--- src/rtl/lfsc_pkg.sv ---
// lfsc_pkg: shared types and constants for the line follower search controller
// no dependencies; used by the motor channel interface and the core

package lfsc_pkg;

  localparam int unsigned SPEED_W = 7;
  localparam int unsigned TICK_W  = 10;
  localparam int unsigned LOST_W  = 11;
  localparam int unsigned CROSS_W = 16;
  localparam int unsigned DUTY_W  = 7;
  localparam int unsigned CFG_IDX_W  = 2;
  localparam int unsigned CFG_DATA_W = 10;

  localparam logic [DUTY_W-1:0] DUTY_MAX = 7'd100;
  localparam logic [LOST_W-1:0] LOST_SAT = 11'd2047;

  // floor(x/3) = (x*171) >> 9 for all x below 512
  localparam logic [14:0] SLOW_MUL   = 15'd171;
  localparam int unsigned SLOW_SHIFT = 9;

  localparam logic [SPEED_W-1:0] DRIVE_SPEED_RST = 7'd60;
  localparam logic [TICK_W-1:0]  MAX_LOST_RST    = 10'd150;
  localparam logic [TICK_W-1:0]  INIT_TURN_RST   = 10'd100;
  localparam logic [TICK_W-1:0]  ALT_TURN_RST    = 10'd15;

  typedef enum logic [CFG_IDX_W-1:0] {
    REG_DRIVE_SPEED = 2'd0,
    REG_MAX_LOST    = 2'd1,
    REG_INIT_TURN   = 2'd2,
    REG_ALT_TURN    = 2'd3
  } cfg_reg_t;

  typedef enum logic [1:0] {
    DRV_OFF = 2'd0,
    DRV_FWD = 2'd1,
    DRV_REV = 2'd2
  } drive_t;

  // cw: left forward, right reverse; ccw is the mirror
  typedef enum logic [1:0] {
    SIDE_NONE = 2'd0,
    SIDE_CW   = 2'd1,
    SIDE_CCW  = 2'd2
  } side_t;

  typedef enum logic [1:0] {
    STG_INIT  = 2'd0,
    STG_FIRST = 2'd1,
    STG_ALT   = 2'd2
  } stage_t;

  typedef struct packed {
    logic [1:0]        left_drive;
    logic [DUTY_W-1:0] left_duty;
    logic [1:0]        right_drive;
    logic [DUTY_W-1:0] right_duty;
  } motor_cmd_t;

endpackage

--- src/rtl/lfsc_sensor_if.sv ---
// lfsc_sensor_if: valid/ready channel carrying one three-bit sensor sample
// depends on nothing

interface lfsc_sensor_if;
  logic valid;
  logic ready;
  logic left_sensor;
  logic middle_sensor;
  logic right_sensor;

  modport source (output valid, left_sensor, middle_sensor, right_sensor, input ready);
  modport sink   (input valid, left_sensor, middle_sensor, right_sensor, output ready);
endinterface

--- src/rtl/lfsc_motor_if.sv ---
// lfsc_motor_if: valid/ready channel carrying one motor command result
// depends on lfsc_pkg for field widths

interface lfsc_motor_if;
  logic                        valid;
  logic                        ready;
  logic [1:0]                  left_drive;
  logic [lfsc_pkg::DUTY_W-1:0] left_duty;
  logic [1:0]                  right_drive;
  logic [lfsc_pkg::DUTY_W-1:0] right_duty;
  logic                        crossroad_hold;
  logic [lfsc_pkg::CROSS_W-1:0] crossings_seen;

  modport source (output valid, left_drive, left_duty, right_drive, right_duty,
                  crossroad_hold, crossings_seen, input ready);
  modport sink   (input valid, left_drive, left_duty, right_drive, right_duty,
                  crossroad_hold, crossings_seen, output ready);
endinterface

--- src/rtl/line_follower_search_controller_core.sv ---
// Line follower search controller: one sensor sample in, one motor command out.
// Samples pass through an input register and a result register with the
// decision logic between them, so one sample is taken every clock unless the
// result register is stalled; a stalled result register holds the whole
// pipeline. Search state and the crossing counter update as a sample moves into
// the result register. Configuration writes are taken at any cycle and apply
// to samples not yet in the result register. No clearing pass after reset.
// depends on lfsc_pkg, lfsc_sensor_if, lfsc_motor_if

module line_follower_search_controller_core (
  input  logic                            clk,
  input  logic                            rst_n,
  input  logic                            cfg_we,
  input  logic [lfsc_pkg::CFG_IDX_W-1:0]  cfg_index,
  input  logic [lfsc_pkg::CFG_DATA_W-1:0] cfg_wdata,
  lfsc_sensor_if.sink                     in_ch,
  lfsc_motor_if.source                    out_ch
);

  logic [lfsc_pkg::SPEED_W-1:0] drive_speed_r;
  logic [lfsc_pkg::TICK_W-1:0]  max_lost_r;
  logic [lfsc_pkg::TICK_W-1:0]  init_turn_r;
  logic [lfsc_pkg::TICK_W-1:0]  alt_turn_r;

  logic s1_valid_r;
  logic s1_left_r, s1_mid_r, s1_right_r;
  logic out_valid_r;

  lfsc_pkg::motor_cmd_t        cmd_r, cmd_nxt;
  logic                        hold_r, hold_nxt;

  lfsc_pkg::side_t             last_side_r, last_side_nxt;
  lfsc_pkg::side_t             search_side_r, search_side_nxt;
  lfsc_pkg::stage_t            stage_r, stage_nxt;
  logic [lfsc_pkg::CROSS_W-1:0] cross_cnt_r, cross_cnt_nxt;
  logic [lfsc_pkg::LOST_W-1:0]  lost_r, lost_nxt;
  logic [lfsc_pkg::TICK_W-1:0]  stage_ticks_r, stage_ticks_nxt;

  logic                          advance, in_fire, s1_fire;
  logic [lfsc_pkg::DUTY_W-1:0]   full_duty, slow_duty;
  logic [14:0]                   slow_prod;
  logic [lfsc_pkg::TICK_W-1:0]   ticks_inc;
  lfsc_pkg::side_t               side_sel;

  assign advance      = !out_valid_r || out_ch.ready;
  assign in_ch.ready  = !s1_valid_r || advance;
  assign in_fire      = in_ch.valid && in_ch.ready;
  assign s1_fire      = s1_valid_r && advance;

  function automatic lfsc_pkg::motor_cmd_t spin(lfsc_pkg::side_t side,
                                                logic [lfsc_pkg::DUTY_W-1:0] duty);
    lfsc_pkg::motor_cmd_t c;
    c.left_duty  = duty;
    c.right_duty = duty;
    if (side == lfsc_pkg::SIDE_CW) begin
      c.left_drive  = lfsc_pkg::DRV_FWD;
      c.right_drive = lfsc_pkg::DRV_REV;
    end else begin
      c.left_drive  = lfsc_pkg::DRV_REV;
      c.right_drive = lfsc_pkg::DRV_FWD;
    end
    return c;
  endfunction

  assign full_duty = (drive_speed_r > lfsc_pkg::DUTY_MAX) ? lfsc_pkg::DUTY_MAX : drive_speed_r;
  assign slow_prod = 15'(drive_speed_r) * lfsc_pkg::SLOW_MUL;
  assign slow_duty = lfsc_pkg::DUTY_W'(slow_prod >> lfsc_pkg::SLOW_SHIFT);
  assign ticks_inc = stage_ticks_r + 1'b1;

  always_comb begin
    cmd_nxt         = '{lfsc_pkg::DRV_OFF, '0, lfsc_pkg::DRV_OFF, '0};
    hold_nxt        = 1'b0;
    last_side_nxt   = last_side_r;
    search_side_nxt = search_side_r;
    stage_nxt       = stage_r;
    cross_cnt_nxt   = cross_cnt_r;
    lost_nxt        = lost_r;
    stage_ticks_nxt = stage_ticks_r;
    side_sel        = lfsc_pkg::SIDE_CW;

    if (s1_left_r || s1_mid_r || s1_right_r) begin
      // line seen
      lost_nxt        = '0;
      stage_nxt       = lfsc_pkg::STG_INIT;
      search_side_nxt = lfsc_pkg::SIDE_CW;
      if (s1_mid_r && !s1_left_r && !s1_right_r) begin
        cmd_nxt       = '{lfsc_pkg::DRV_FWD, full_duty, lfsc_pkg::DRV_FWD, full_duty};
        last_side_nxt = lfsc_pkg::SIDE_NONE;
      end else if (s1_left_r && !s1_mid_r) begin
        cmd_nxt       = spin(lfsc_pkg::SIDE_CW, full_duty);
        last_side_nxt = lfsc_pkg::SIDE_CW;
      end else if (s1_right_r && !s1_mid_r) begin
        cmd_nxt       = spin(lfsc_pkg::SIDE_CCW, full_duty);
        last_side_nxt = lfsc_pkg::SIDE_CCW;
      end else if (!s1_right_r) begin
        cmd_nxt       = '{lfsc_pkg::DRV_FWD, full_duty, lfsc_pkg::DRV_FWD, slow_duty};
        last_side_nxt = lfsc_pkg::SIDE_CW;
      end else if (!s1_left_r) begin
        cmd_nxt       = '{lfsc_pkg::DRV_FWD, slow_duty, lfsc_pkg::DRV_FWD, full_duty};
        last_side_nxt = lfsc_pkg::SIDE_CCW;
      end else begin
        // crossroad
        cross_cnt_nxt = cross_cnt_r + 1'b1;
        if (cross_cnt_nxt[0]) begin
          cmd_nxt  = spin(lfsc_pkg::SIDE_CW, full_duty);
          hold_nxt = 1'b1;
        end else begin
          cmd_nxt  = '{lfsc_pkg::DRV_FWD, full_duty, lfsc_pkg::DRV_FWD, full_duty};
        end
      end
    end else begin
      // line lost: search
      lost_nxt = (lost_r < lfsc_pkg::LOST_SAT) ? lost_r + 1'b1 : lost_r;
      if (lost_nxt > {1'b0, max_lost_r}) begin
        cmd_nxt = '{lfsc_pkg::DRV_OFF, '0, lfsc_pkg::DRV_OFF, '0};
      end else begin
        case (stage_r)
          lfsc_pkg::STG_INIT: begin
            side_sel        = (last_side_r == lfsc_pkg::SIDE_CCW) ?
                              lfsc_pkg::SIDE_CCW : lfsc_pkg::SIDE_CW;
            search_side_nxt = side_sel;
            cmd_nxt         = spin(side_sel, full_duty);
            stage_nxt       = lfsc_pkg::STG_FIRST;
            stage_ticks_nxt = '0;
          end
          lfsc_pkg::STG_FIRST: begin
            cmd_nxt         = spin(search_side_r, full_duty);
            stage_ticks_nxt = ticks_inc;
            if (ticks_inc >= init_turn_r) begin
              stage_nxt       = lfsc_pkg::STG_ALT;
              stage_ticks_nxt = '0;
            end
          end
          default: begin
            cmd_nxt         = spin(search_side_r, full_duty);
            stage_ticks_nxt = ticks_inc;
            if (ticks_inc >= alt_turn_r) begin
              search_side_nxt = (search_side_r == lfsc_pkg::SIDE_CW) ?
                                lfsc_pkg::SIDE_CCW : lfsc_pkg::SIDE_CW;
              stage_ticks_nxt = '0;
            end
          end
        endcase
      end
    end
  end

  always_ff @(posedge clk) begin
    if (!rst_n) begin
      drive_speed_r <= lfsc_pkg::DRIVE_SPEED_RST;
      max_lost_r    <= lfsc_pkg::MAX_LOST_RST;
      init_turn_r   <= lfsc_pkg::INIT_TURN_RST;
      alt_turn_r    <= lfsc_pkg::ALT_TURN_RST;
      s1_valid_r    <= 1'b0;
      out_valid_r   <= 1'b0;
      last_side_r   <= lfsc_pkg::SIDE_NONE;
      search_side_r <= lfsc_pkg::SIDE_CW;
      stage_r       <= lfsc_pkg::STG_INIT;
      cross_cnt_r   <= '0;
      lost_r        <= '0;
      stage_ticks_r <= '0;
    end else begin
      if (cfg_we) begin
        case (lfsc_pkg::cfg_reg_t'(cfg_index))
          lfsc_pkg::REG_DRIVE_SPEED: drive_speed_r <= cfg_wdata[lfsc_pkg::SPEED_W-1:0];
          lfsc_pkg::REG_MAX_LOST:    max_lost_r    <= cfg_wdata;
          lfsc_pkg::REG_INIT_TURN:   init_turn_r   <= cfg_wdata;
          lfsc_pkg::REG_ALT_TURN:    alt_turn_r    <= cfg_wdata;
          default: ;
        endcase
      end
      if (in_fire) begin
        s1_valid_r <= 1'b1;
      end else if (advance) begin
        s1_valid_r <= 1'b0;
      end
      if (advance) begin
        out_valid_r <= s1_valid_r;
      end
      if (s1_fire) begin
        last_side_r   <= last_side_nxt;
        search_side_r <= search_side_nxt;
        stage_r       <= stage_nxt;
        cross_cnt_r   <= cross_cnt_nxt;
        lost_r        <= lost_nxt;
        stage_ticks_r <= stage_ticks_nxt;
      end
    end
  end

  always_ff @(posedge clk) begin
    if (in_fire) begin
      s1_left_r  <= in_ch.left_sensor;
      s1_mid_r   <= in_ch.middle_sensor;
      s1_right_r <= in_ch.right_sensor;
    end
    if (s1_fire) begin
      cmd_r  <= cmd_nxt;
      hold_r <= hold_nxt;
    end
  end

  assign out_ch.valid          = out_valid_r;
  assign out_ch.left_drive     = cmd_r.left_drive;
  assign out_ch.left_duty      = cmd_r.left_duty;
  assign out_ch.right_drive    = cmd_r.right_drive;
  assign out_ch.right_duty     = cmd_r.right_duty;
  assign out_ch.crossroad_hold = hold_r;
  assign out_ch.crossings_seen = cross_cnt_r;

  // hold only comes with a clockwise spin
  a_hold_spin: assert property (@(posedge clk) disable iff (!rst_n)
    out_valid_r && hold_r |-> cmd_r.left_drive == lfsc_pkg::DRV_FWD &&
                              cmd_r.right_drive == lfsc_pkg::DRV_REV)
    else $error("crossroad hold without clockwise spin");

  // stop means both motors off at zero duty
  a_stop_zero: assert property (@(posedge clk) disable iff (!rst_n)
    out_valid_r && cmd_r.left_drive == lfsc_pkg::DRV_OFF |->
      cmd_r.right_drive == lfsc_pkg::DRV_OFF && cmd_r.left_duty == '0 &&
      cmd_r.right_duty == '0)
    else $error("partial stop command");

  a_duty_max: assert property (@(posedge clk) disable iff (!rst_n)
    out_valid_r |-> cmd_r.left_duty <= lfsc_pkg::DUTY_MAX &&
                    cmd_r.right_duty <= lfsc_pkg::DUTY_MAX)
    else $error("duty above limit");

  // a crossroad bumps the counter by exactly one
  a_cross_step: assert property (@(posedge clk) disable iff (!rst_n)
    s1_fire && s1_left_r && s1_mid_r && s1_right_r |=>
      cross_cnt_r == $past(cross_cnt_r) + 1'b1)
    else $error("crossing count step");

  a_ready_empty: assert property (@(posedge clk) disable iff (!rst_n)
    !out_valid_r |-> in_ch.ready)
    else $error("input stalled with empty result register");

endmodule

--- src/flat_wrapper.sv ---
// flat-port wrapper written by rule: the top's interface ports become plain ports
module line_follower_search_controller_core_flat 
  (clk, rst_n, cfg_we, cfg_index, cfg_wdata, in_ch_valid, in_ch_left_sensor, in_ch_middle_sensor, in_ch_right_sensor, in_ch_ready, out_ch_valid, out_ch_left_drive, out_ch_left_duty, out_ch_right_drive, out_ch_right_duty, out_ch_crossroad_hold, out_ch_crossings_seen, out_ch_ready);
  lfsc_sensor_if in_ch_i ();
  lfsc_motor_if out_ch_i ();
  input  logic clk;
  input  logic rst_n;
  input  logic cfg_we;
  input  logic [lfsc_pkg::CFG_IDX_W-1:0] cfg_index;
  input  logic [lfsc_pkg::CFG_DATA_W-1:0] cfg_wdata;
  input wire logic [$bits(in_ch_i.valid)-1:0] in_ch_valid;
  input wire logic [$bits(in_ch_i.left_sensor)-1:0] in_ch_left_sensor;
  input wire logic [$bits(in_ch_i.middle_sensor)-1:0] in_ch_middle_sensor;
  input wire logic [$bits(in_ch_i.right_sensor)-1:0] in_ch_right_sensor;
  output wire logic [$bits(in_ch_i.ready)-1:0] in_ch_ready;
  output wire logic [$bits(out_ch_i.valid)-1:0] out_ch_valid;
  output wire logic [$bits(out_ch_i.left_drive)-1:0] out_ch_left_drive;
  output wire logic [$bits(out_ch_i.left_duty)-1:0] out_ch_left_duty;
  output wire logic [$bits(out_ch_i.right_drive)-1:0] out_ch_right_drive;
  output wire logic [$bits(out_ch_i.right_duty)-1:0] out_ch_right_duty;
  output wire logic [$bits(out_ch_i.crossroad_hold)-1:0] out_ch_crossroad_hold;
  output wire logic [$bits(out_ch_i.crossings_seen)-1:0] out_ch_crossings_seen;
  input wire logic [$bits(out_ch_i.ready)-1:0] out_ch_ready;
  assign in_ch_i.valid = in_ch_valid;
  assign in_ch_i.left_sensor = in_ch_left_sensor;
  assign in_ch_i.middle_sensor = in_ch_middle_sensor;
  assign in_ch_i.right_sensor = in_ch_right_sensor;
  assign in_ch_ready = in_ch_i.ready;
  assign out_ch_valid = out_ch_i.valid;
  assign out_ch_left_drive = out_ch_i.left_drive;
  assign out_ch_left_duty = out_ch_i.left_duty;
  assign out_ch_right_drive = out_ch_i.right_drive;
  assign out_ch_right_duty = out_ch_i.right_duty;
  assign out_ch_crossroad_hold = out_ch_i.crossroad_hold;
  assign out_ch_crossings_seen = out_ch_i.crossings_seen;
  assign out_ch_i.ready = out_ch_ready;
  line_follower_search_controller_core u_core (.clk(clk), .rst_n(rst_n), .cfg_we(cfg_we), .cfg_index(cfg_index), .cfg_wdata(cfg_wdata), .in_ch(in_ch_i), .out_ch(out_ch_i));
endmodule
--- config.mk ---
export PLATFORM = sky130hd
export DESIGN_NAME = line_follower_search_controller_core_flat
export DESIGN_NICKNAME = d
export VERILOG_FILES = /design/src/rtl/lfsc_pkg.sv /design/src/rtl/lfsc_sensor_if.sv /design/src/rtl/lfsc_motor_if.sv /design/src/rtl/line_follower_search_controller_core.sv /design/src/flat_wrapper.sv
export SDC_FILE = /design/constraint.sdc
export NUM_CORES = 1
export LEC_CHECK = 0
export BUFFER_PORTS_ARGS = -buffer_cell sky130_fd_sc_hd__buf_2
export CAP_MARGIN = 15
export CORE_ASPECT_RATIO = 1.4
export CORE_MARGIN = 2
export CORE_UTILIZATION = 57
export CTS_BUF_LIST = sky130_fd_sc_hd__clkbuf_8
export DETAILED_ROUTE_END_ITERATION = 16
export PLACE_DENSITY = 0.82
export SLEW_MARGIN = 40
export SYNTH_ARGS = -nofsm -noshare
export SYNTH_HDL_FRONTEND = slang
export SYNTH_SLANG_ARGS = --single-unit
--- constraint.sdc ---
create_clock -name clk -period 8.5 [get_ports clk]
set_clock_uncertainty 0.05 [all_clocks]
set_input_delay 1.7 -clock clk [delete_from_list [all_inputs] [get_ports clk]]
set_output_delay 1.7 -clock clk [all_outputs]
set_load 0.005 [all_outputs]
==> flow_metrics.env <==
export IMPL_syn_inst=729
export IMPL_cts_resized=0
export IMPL_drtPass1Iterations=5
export IMPL_syn_to_final_growth_pct=9.43
export IMPL_hold_class="reg -> reg"
export IMPL_avgRoutedWirePerCell_um=15.8
export IMPL_clk_pin_slew_ps=110
export IMPL_nNetsFinal=873
export IMPL_synth_area_um2=6410
export IMPL_power_mw=1.08
export IMPL_synth_compound_area_share_pct=15.4
export IMPL_synth_adder_area_share_pct=16.5
export IMPL_cp_required_ps=8650
export IMPL_synthTopCellsByArea="dfxtp_1 26%, ha_1 14%, edfxtp_1 10%"
export IMPL_dieHeight_um=129
export IMPL_placed_cell_area_um2=6790
export IMPL_insertion_delay_ps=370
export IMPL_cp_start_kind="flip-flop"
export IMPL_critPathMaxStageDelay_ps=500
export IMPL_antenna_left=0
export IMPL_cp_num_cells=14
export IMPL_num_vias=5358
export IMPL_synth_edff_count=22
export IMPL_status="finished clean"
export IMPL_fillers=954
export IMPL_viasPerCell=5.82
export IMPL_slew_headroom_pct=44.1
export IMPL_dp_hpwl_mm=11.2
export IMPL_cp_cell_sequence="ha_1, fa_1, inv_1, fa_1, inv_1, fa_1, ha_1, nand3_1, nor3_1, o21ai_0, o21ai_0, a21oi_1, xnor2_1, o32ai_1"
export IMPL_final_util_pct=64.2
export IMPL_synth_seq_area_share_pct=35.9
export IMPL_dieArea_um2=12100
export IMPL_period_needed_ps=4380
export IMPL_drive_gt1_share_pct=11.4
export IMPL_arrival_ps=4530
export IMPL_placed_cells=904
export IMPL_cp_common_cell="fa_1"
export IMPL_finalHoldViolCount=0
export IMPL_drt_initial_drc_count=317
export IMPL_grt_max_degree=95
export IMPL_worst_pin_slew_ps=837
export IMPL_async_reset_ff_share_pct=0
export IMPL_grt_overflow=0
export IMPL_grt_pass1_wl_mm=23.9
export IMPL_fin_cells=920
export IMPL_wirelength_mm=14.6
export IMPL_max_freq_mhz=228
export IMPL_synth_avg_cell_area_um2=8.79
export IMPL_rsz0062_at_grt="no"
export IMPL_cts_hold_buf=0
export IMPL_tns_ps=0
export IMPL_cts_tree="built"
export IMPL_gp_congestion=0.862
export IMPL_synth_simple_area_share_pct=21.8
export IMPL_ys_warn_count=0
export IMPL_antenna_found_initial=0
export IMPL_post_route_period_util_pct=51.5
export IMPL_synth_top_area_share_pct=25.6
export IMPL_critPathMaxFanout=6
export IMPL_yosys_area_top_type="dfxtp_1"
export IMPL_final_cell_mix="109 x nand2_1, 82 x dfxtp_1, 70 x ha_1"
export IMPL_ys_seq_elements=104
export IMPL_peakVddDrop_v=0.000116
export IMPL_setup_viol=0
export IMPL_synth_xor_area_share_pct=4.10
export IMPL_holdPathStages=2
export IMPL_die_w_um=93.6
export IMPL_report_final_slew_viol_count=0
export IMPL_start_util_pct=58.7
export IMPL_std_cell_rows=45
export IMPL_p_per_area_nw_per_um2=154
export IMPL_crit_buf_inv=2
export IMPL_syn_nets=828
export IMPL_io_pin_count=57
export IMPL_io_buffers=56
export IMPL_r2r_cells=14
export IMPL_worst_setup_path_end_kind="flip-flop"
export IMPL_synth_top_family_by_area="simple AND/OR/NAND/NOR gates"
export IMPL_worstSetupPathType="reg -> reg"
export IMPL_grtUsageTotal_pct=24.6
export IMPL_cp_top_family="adder cells"
export IMPL_synth_flop_cell="dfxtp_1"
export IMPL_cap_violations=0
export IMPL_drc=0
export IMPL_diodes=0
export IMPL_clockBufferDepth=2
export IMPL_synth_mux_area_share_pct=1.27
export IMPL_crit_slowest_cell="fa_1"
export IMPL_fin_area_um2=7010
export IMPL_p_leak_nw=2.95
export IMPL_ys_types=53
export IMPL_final_common_cell="nand2_1"
export IMPL_htreeDepth=3
export IMPL_coreArea_um2=10900
export IMPL_first_global_vias=5382
export IMPL_cts_buffers=9
export IMPL_clkSinkCount=104
export IMPL_cts_setup_buffers=0
export IMPL_root_buffer="clkbuf_8"
logic make-up after synthesis:
kind of cell,after synthesis
AO/OA/AOI/OAI,148
XOR/XNOR,30
adder cells (fa/ha/maj),79
buffers and inverters,86
flip-flops,104
multiplexers,8
AND/OR/NAND/NOR,274
worst paths after layout:
kind,from,end,slack [ps]
worst max-delay path,u_core.drive_speed_r[6],u_core.out_ch.right_duty[3],4120
worst min-delay path,u_core.init_turn_r[9],u_core.init_turn_r[9],420
worst max register to register,u_core.drive_speed_r[6],u_core.out_ch.right_duty[3],4120
worst min register to register,u_core.init_turn_r[9],u_core.init_turn_r[9],420
flip-flops by register name (all words and copies together) (netlist names):
signal,count
u_core.out_ch.valid,1
u_core.search_side_r,2
u_core.alt_turn_r,10
u_core.s1_mid_r,1
u_core.lost_r,11
u_core.s1_left_r,1
u_core.s1_valid_r,1
u_core.stage_r,2
u_core.max_lost_r,10
u_core.last_side_r,2
u_core.out_ch.right_duty,7
u_core.drive_speed_r,7
u_core.out_ch.right_drive,2
u_core.s1_right_r,1
u_core.out_ch.crossings_seen,16
u_core.out_ch.crossroad_hold,1
u_core.init_turn_r,10
u_core.out_ch.left_duty,7
u_core.out_ch.left_drive,2
u_core.stage_ticks_r,10
cells in the mapped netlist (21+ instances only):
cell	number
a21oi_1	29
nand2_1	109
ha_1	70
nor2_1	26
clkbuf_1	21
dfxtp_1	82
edfxtp_1	22
inv_1	62
nand3_1	27
o21ai_0	27
a21boi_0	27
xnor2_1	23
metal layers:
metal	routed length, um	global-route usage, %
met1	5660	26.3
met2	7900	47.6
met3	523	3.26
met4	487	11.1
met5	0	0
per-stage QoR:
| step | hold slack, ps | setup slack [ps] |
|---|---|---|
| 2_1_floorplan | 385 | 4520 |
| 3_3_place_gp | 395 | 4290 |
| 3_5_place_dp | 409 | 4150 |
| 4_1_cts | 423 | 4140 |
| 5_1_grt | 454 | 3880 |
| 6_report | 421 | 4120 |
area by class of cell:
class	count	area [um2]	share of cell area (%)
flip-flops and latches	104	2300	32.8
clock buffers	9	124	1.77
repair buffers	58	295	4.21
multi-input cells	539	3790	54.0
inverters	62	233	3.32
well taps	141	176	2.52
clock inverters	7	95.1	1.36
where the power goes:
group	switching, mW	internal (mW)
Combinational	0.129	0.0877
Sequential	0.0106	0.521
Clock	0.190	0.145
Total	0.329	0.754
worst register-to-register path, cell delays in order, from the launching register on:
cell and delay, ps:
dfxtp_1 460, ha_1 330, fa_1 490, inv_1 50, fa_1 500, inv_1 50
fa_1 450, ha_1 310, nand3_1 100, nor3_1 330, o21ai_0 210, o21ai_0 310
a21oi_1 140, xnor2_1 160, o32ai_1 280
Power figures use the tool's default switching activity.
